===== src/rtl/core/etfp_pkg.sv =====
// Package for the escape-time fractal pixel unit: widths, reset values,
// register indexes, sequencer states and the control structs between modules.
// No dependencies.
`default_nettype none

package etfp_pkg;

   // Fixed-point format and field widths
   localparam int COORD_FRAC_BITS = 28;
   localparam int COUNT_BITS      = 16;
   localparam int DIM_BITS        = 12;
   localparam int COORD_W         = 32;
   localparam int DIM_REG_W       = 13;

   // CSR port
   localparam int CSR_INDEX_W = 3;
   localparam int CSR_DATA_W  = COORD_W;

   // Coordinate mapping: span, quotient, divisor and sum widths
   localparam int DIFF_W    = COORD_W + 1;
   localparam int QUO_W     = DIFF_W + DIM_BITS;
   localparam int DEN_W     = DIM_REG_W;
   localparam int MAP_W     = QUO_W + 2;
   localparam int DIV_CNT_W = $clog2(QUO_W + 1);

   // Orbit datapath: z register, multiplier operand and product widths
   localparam int Z_W    = ((COORD_W > COORD_FRAC_BITS + 2) ?
                            COORD_W : COORD_FRAC_BITS + 2) + 2;
   localparam int OP_W   = COORD_FRAC_BITS + 3;
   localparam int PROD_W = COORD_FRAC_BITS + Z_W;

   // 2.0 and 4.0 in the z format
   localparam logic signed [Z_W-1:0] ESC_TWO =
      {{(Z_W-COORD_FRAC_BITS-2){1'b0}}, 2'b10, {COORD_FRAC_BITS{1'b0}}};
   localparam logic signed [Z_W-1:0] ESC_FOUR =
      {{(Z_W-COORD_FRAC_BITS-3){1'b0}}, 3'b100, {COORD_FRAC_BITS{1'b0}}};

   // Saturation bounds of a mapped coordinate
   localparam logic signed [MAP_W-1:0] MAP_MAX =
      {{(MAP_W-COORD_W+1){1'b0}}, {(COORD_W-1){1'b1}}};
   localparam logic signed [MAP_W-1:0] MAP_MIN =
      {{(MAP_W-COORD_W+1){1'b1}}, {(COORD_W-1){1'b0}}};

   // CSR reset values
   localparam logic signed [COORD_W-1:0] X_MIN_RST = COORD_W'(-644245094);
   localparam logic signed [COORD_W-1:0] X_MAX_RST = COORD_W'(268435456);
   localparam logic signed [COORD_W-1:0] Y_MIN_RST = COORD_W'(-342255206);
   localparam logic signed [COORD_W-1:0] Y_MAX_RST = COORD_W'(342255206);
   localparam logic [DIM_REG_W-1:0]      IMAGE_WIDTH_RST  = DIM_REG_W'(800);
   localparam logic [DIM_REG_W-1:0]      IMAGE_HEIGHT_RST = DIM_REG_W'(600);
   localparam logic [COUNT_BITS-1:0]     ITER_LIMIT_RST   = COUNT_BITS'(256);

   typedef enum logic [CSR_INDEX_W-1:0] {
      CSR_X_MIN,
      CSR_X_MAX,
      CSR_Y_MIN,
      CSR_Y_MAX,
      CSR_IMAGE_WIDTH,
      CSR_IMAGE_HEIGHT,
      CSR_ITER_LIMIT
   } csr_index_type;

   typedef enum logic [2:0] {
      ST_IDLE,
      ST_MUL,
      ST_DIV_START,
      ST_DIV,
      ST_ADD,
      ST_ORBIT_START,
      ST_ORBIT,
      ST_DONE
   } state_type;

   typedef struct packed {
      logic start;
   } div_ctrl_type;

   typedef struct packed {
      logic busy;
      logic done;
   } div_stat_type;

   typedef struct packed {
      logic start;
   } orbit_ctrl_type;

   typedef struct packed {
      logic                  busy;
      logic                  done;
      logic                  in_set;
      logic [COUNT_BITS-1:0] count;
   } orbit_stat_type;

endpackage

`default_nettype wire


===== src/rtl/core/etfp_div.sv =====
// Restoring unsigned divider, one quotient bit per cycle.
// Depends on etfp_pkg.
`default_nettype none

module etfp_div (
   input  wire logic                         clock,
   input  wire logic                         reset,
   input  wire etfp_pkg::div_ctrl_type       div_ctrl,
   input  wire logic [etfp_pkg::QUO_W-1:0]   dividend,
   input  wire logic [etfp_pkg::DEN_W-1:0]   divisor,
   output etfp_pkg::div_stat_type            div_stat,
   output logic [etfp_pkg::QUO_W-1:0]        quotient
);

   logic [etfp_pkg::QUO_W-1:0]     quo_ff, quo_in;
   logic [etfp_pkg::DEN_W-1:0]     rem_ff, rem_in;
   logic [etfp_pkg::DIV_CNT_W-1:0] cnt_ff, cnt_in;
   logic                           busy_ff, busy_in;
   logic                           done_ff, done_in;

   logic [etfp_pkg::DEN_W:0] shifted;
   logic [etfp_pkg::DEN_W:0] trial;
   logic                     fits;

   assign shifted = {rem_ff, quo_ff[etfp_pkg::QUO_W-1]};
   assign fits    = shifted >= {1'b0, divisor};
   assign trial   = shifted - {1'b0, divisor};

   always_comb begin
      quo_in  = quo_ff;
      rem_in  = rem_ff;
      cnt_in  = cnt_ff;
      busy_in = busy_ff;
      done_in = 1'b0;
      if (div_ctrl.start) begin
         quo_in  = dividend;
         rem_in  = '0;
         cnt_in  = etfp_pkg::DIV_CNT_W'(etfp_pkg::QUO_W);
         busy_in = 1'b1;
      end else if (busy_ff) begin
         rem_in = fits ? trial[etfp_pkg::DEN_W-1:0] : shifted[etfp_pkg::DEN_W-1:0];
         quo_in = {quo_ff[etfp_pkg::QUO_W-2:0], fits};
         cnt_in = cnt_ff - etfp_pkg::DIV_CNT_W'(1);
         if (cnt_ff == etfp_pkg::DIV_CNT_W'(1)) begin
            busy_in = 1'b0;
            done_in = 1'b1;
         end
      end
   end

   always_ff @(posedge clock) begin
      if (reset) begin
         busy_ff <= 1'b0;
         done_ff <= 1'b0;
      end else begin
         busy_ff <= busy_in;
         done_ff <= done_in;
      end
      quo_ff <= quo_in;
      rem_ff <= rem_in;
      cnt_ff <= cnt_in;
   end

   assign div_stat.busy = busy_ff;
   assign div_stat.done = done_ff;
   assign quotient      = quo_ff;

endmodule

`default_nettype wire


===== config.mk =====
export PLATFORM = sky130hd
export DESIGN_NAME = etfp_div
export DESIGN_NICKNAME = d
export VERILOG_FILES = /design/src/rtl/core/etfp_pkg.sv /design/src/rtl/core/etfp_div.sv
export SDC_FILE = /design/constraint.sdc
export NUM_CORES = 1
export LEC_CHECK = 0
export ABC_AREA = 0
export BUFFER_PORTS_ARGS = -buffer_cell sky130_fd_sc_hd__buf_2
export CORE_UTILIZATION = 47
export CTS_CLUSTER_SIZE = 25
export DETAILED_ROUTE_END_ITERATION = 10
export PLACE_DENSITY_LB_ADDON = 0.3
export SLEW_MARGIN = 20
export SYNTH_ARGS = -nofsm -noshare
export SYNTH_HDL_FRONTEND = slang
export SYNTH_SLANG_ARGS = --single-unit

===== constraint.sdc =====
create_clock -name clock -period 2.55 [get_ports clock]
set_clock_uncertainty 0.15 [all_clocks]
set_input_delay 0.51 -clock clock [delete_from_list [all_inputs] [get_ports clock]]
set_output_delay 0.51 -clock clock [all_outputs]
set_load 0.01 [all_outputs]

==> impl_metrics.ini <==
[outcome]
status = finished, final reports clean

[grt]
antenna_found_initial = 0
grt_pass1_wl_mm = 12.1
grt_pass1_vias = 2538
gr-total-overflow = 0
grt_usage_pct = 20.6
grt_max_degree = 45

[synthesis]
synth_ff_type = edfxtp_1
synth_cells = 309
ys_seq_elements = 66
ys_warn_count = 0
synth_edf_count = 45
syn-num-nets = 386
synthArstFlopShare_pct = 0
synth.distinct_cells = 52
yosysSeqAreaShare_pct = 49.9
avgSynthCellArea_sq_um = 11.5
synth_area_sq_um = 3550

[clocking]
cts_tree = done
cts_root_buf = clkbuf_8
clk_pin_slew_worst_paths_ps = 70
cts_buffers = 9
cts_buffer_depth = 2
clk_latency_ps = 340
htree_levels = 3
clock_sinks = 66

[timing]
fin_tns_setup_ps = 0
finalHoldViolations = 0
slew_viol_final = 0
clock.fmax_ghz = 0.409
rsz0062_at_grt = false
min_period_ps = 2450
finalSetupViolations = 0
timing.final.crit_share_pct = 95.9
slew-limit-headroom_pct = 63.9
setup_ws_ps = 104
worst-slew-pin-transition_ps = 542
whs_ps = 182

[cells_and_area]
antenna_cells = 0
final_cells = 549
fillers = 610
seq_area_sq_um = 1770
multi_input_area_sq_um = 1760
finish.utilization_pct = 64.9
area_delta_synth_final_pct = 33.5
drive_above_1_share_pct = 49.1
fin_area_sq_um = 4740
final_net_count = 522

[setup_path]
cp_slowest_cell = dfxtp_1
required_ps = 2610
arrival_ps = 2500
path_max_fanout = 10
crit_chain = ha_4 > a21o_1 > a221o_1 > a41o_1 > or2_4 > buf_4 > o211ai_1 > a21oi_1
critPathLaunchType = flip-flop
end_kind = flip-flop
reg2reg_depth = 8
crit_type = reg2reg
max_stage_delay_ps = 430

[place]
place_ws_ps = -267
dpl_cell_area_sq_um = 4490
dp.final_hpwl_mm = 6.02
place_congestion = 0.852
dp.cells = 533
portBuffers = 107

[drt]
wl_mm = 8.09
drcViolationCount = 0
ant_nets = 0
drt_iter0_drc = 106
post_drt_via_cell_ratio = 5.24
routedWlPerCell_um = 14.7
dr.pass1.iters = 4
dr_total_vias = 2877

[min_path]
hold_class = in2reg
hold_depth = 2

[floorplanning]
dieHeight_um = 88.9
fp-row-count = 31
core_area_sq_um = 7290
start_util_pct = 48.7
dieArea_sq_um = 7900
ios = 108
die_w_um = 88.9

[pwr]
leakage_nw = 2.01
p_per_area_nw_per_um2 = 631
p_total_mw = 2.99
ir_drop_v = 0.000321

[job]
cap_violations = 0
path summary, 6_finish.rpt:
| path | from | slack, ps | endpoint |
|---|---|---|---|
| setup / recovery | rem_ff[6] | 100 | rem_ff[1] |
| hold / removal | reset | 180 | busy_ff |
| setup reg to reg | rem_ff[6] | 100 | rem_ff[1] |
| hold reg to reg | cnt_ff[1] | 360 | cnt_ff[1] |
registers in the layout (all words and copies together) (netlist names):
register / count
busy_ff: 1
cnt_ff: 6
done_ff: 1
quotient: 45
rem_ff: 13
Yosys cell counts (2+ instances only):
master	count	area, sq um
or2_1	2	12.5
a311oi_2	2	30.0
o21ai_0	6	30.0
or3_1	3	18.8
inv_1	19	71.3
edfxtp_1	45	1350
o211ai_1	3	22.5
nand2b_1	6	37.5
nand3_1	7	35.0
ha_1	15	188
o21a_1	3	22.5
a21oi_1	9	45.0
dfxtp_1	21	420
buf_1	7	26.3
buf_4	3	22.5
nor2b_1	4	25.0
o21ai_1	4	20.0
a211oi_1	4	30.0
xnor2_1	5	43.8
nor2_1	18	67.6
clkbuf_1	3	11.3
buf_2	2	10.0
xor2_1	3	26.3
nor3_1	5	25.0
mux2_2	45	507
a21o_1	8	60.1
nand2_1	24	90.1
a311oi_1	7	61.3
nor3b_1	3	22.5
critical path: cells and delay by family (launching register included):
kind / cells / cell delay (ps)
AOI/OAI and AO/OA: 5 / 1020
DFF: 1 / 430
and+or+nand+nor: 1 / 330
adders and majority gates: 1 / 250
buffers and inverters: 1 / 150
metal layers:
| layer | vias to the layer above | routed length [um] | GRT usage (%) |
|---|---|---|---|
| li1 | 1413 | - | - |
| met1 | 1349 | 3640 | 26.1 |
| met2 | 103 | 3870 | 34.4 |
| met3 | 12 | 438 | 4.06 |
| met4 | 0 | 141 | 8.80 |
| met5 | - | 0 | 0 |
report_power, final:
part,internal (mW),switching [mW],total (mW)
registers,1.27,0.0643,1.33
clock network,0.552,0.413,0.965
logic,0.349,0.343,0.692
total,2.17,0.820,2.99
kinds of logic after synthesis:
logic type / count (synthesis) / synth area share (%)
flip-flops: 66 / 49.9
adder cells (fa/ha/maj): 16 / 5.85
AND/OR/NAND/NOR: 82 / 11.5
buffers and inverters: 34 / 3.98
multiplexers: 45 / 14.3
AO/OA/AOI/OAI: 58 / 12.4
XOR/XNOR: 8 / 1.97
layout make-up:
| cell class | count | area share [%] |
|---|---|---|
| multi-input cells | 209 | 37.1 |
| flip-flops and latches | 66 | 37.4 |
| repair buffers | 140 | 16.5 |
| clock buffers | 10 | 2.69 |
| clock inverters | 6 | 1.88 |
| inverters | 19 | 1.74 |
| well taps | 99 | 2.62 |
repair_timing:
action	in CTS	in global routing
gates cloned	0	0
gates resized for setup	1	8
pin swaps	0	2
hold buffers	0	0
endpoints found under the setup margin	1	13
setup buffers	0	0
layout by cell type (no fill, tap or decap), types with 2 or more instances in the layout:
master / Yosys / layout
o21ai_0: 6 / 6
xor2_1: 3 / 3
edfxtp_1: 45 / 45
buf_4: 3 / 33
clkinvlp_4: 0 / 3
o21ai_1: 4 / 4
dfxtp_1: 21 / 21
xnor2_1: 5 / 5
mux2_2: 45 / 44
a21o_1: 8 / 8
a311oi_1: 7 / 6
ha_1: 15 / 8
nor3b_1: 3 / 3
nor2_1: 18 / 18
a211oi_1: 4 / 3
ha_4: 0 / 7
nor3_1: 5 / 5
nand2b_1: 6 / 6
or3_1: 3 / 3
inv_1: 19 / 17
a311oi_2: 2 / 3
a21oi_1: 9 / 8
nand3_1: 7 / 7
bufinv_16: 0 / 2
nor2b_1: 4 / 3
o21a_1: 3 / 3
nand2_1: 24 / 24
o211ai_1: 3 / 3
buf_2: 2 / 107
clkbuf_8: 0 / 9
Power figures use the tool's default switching activity.
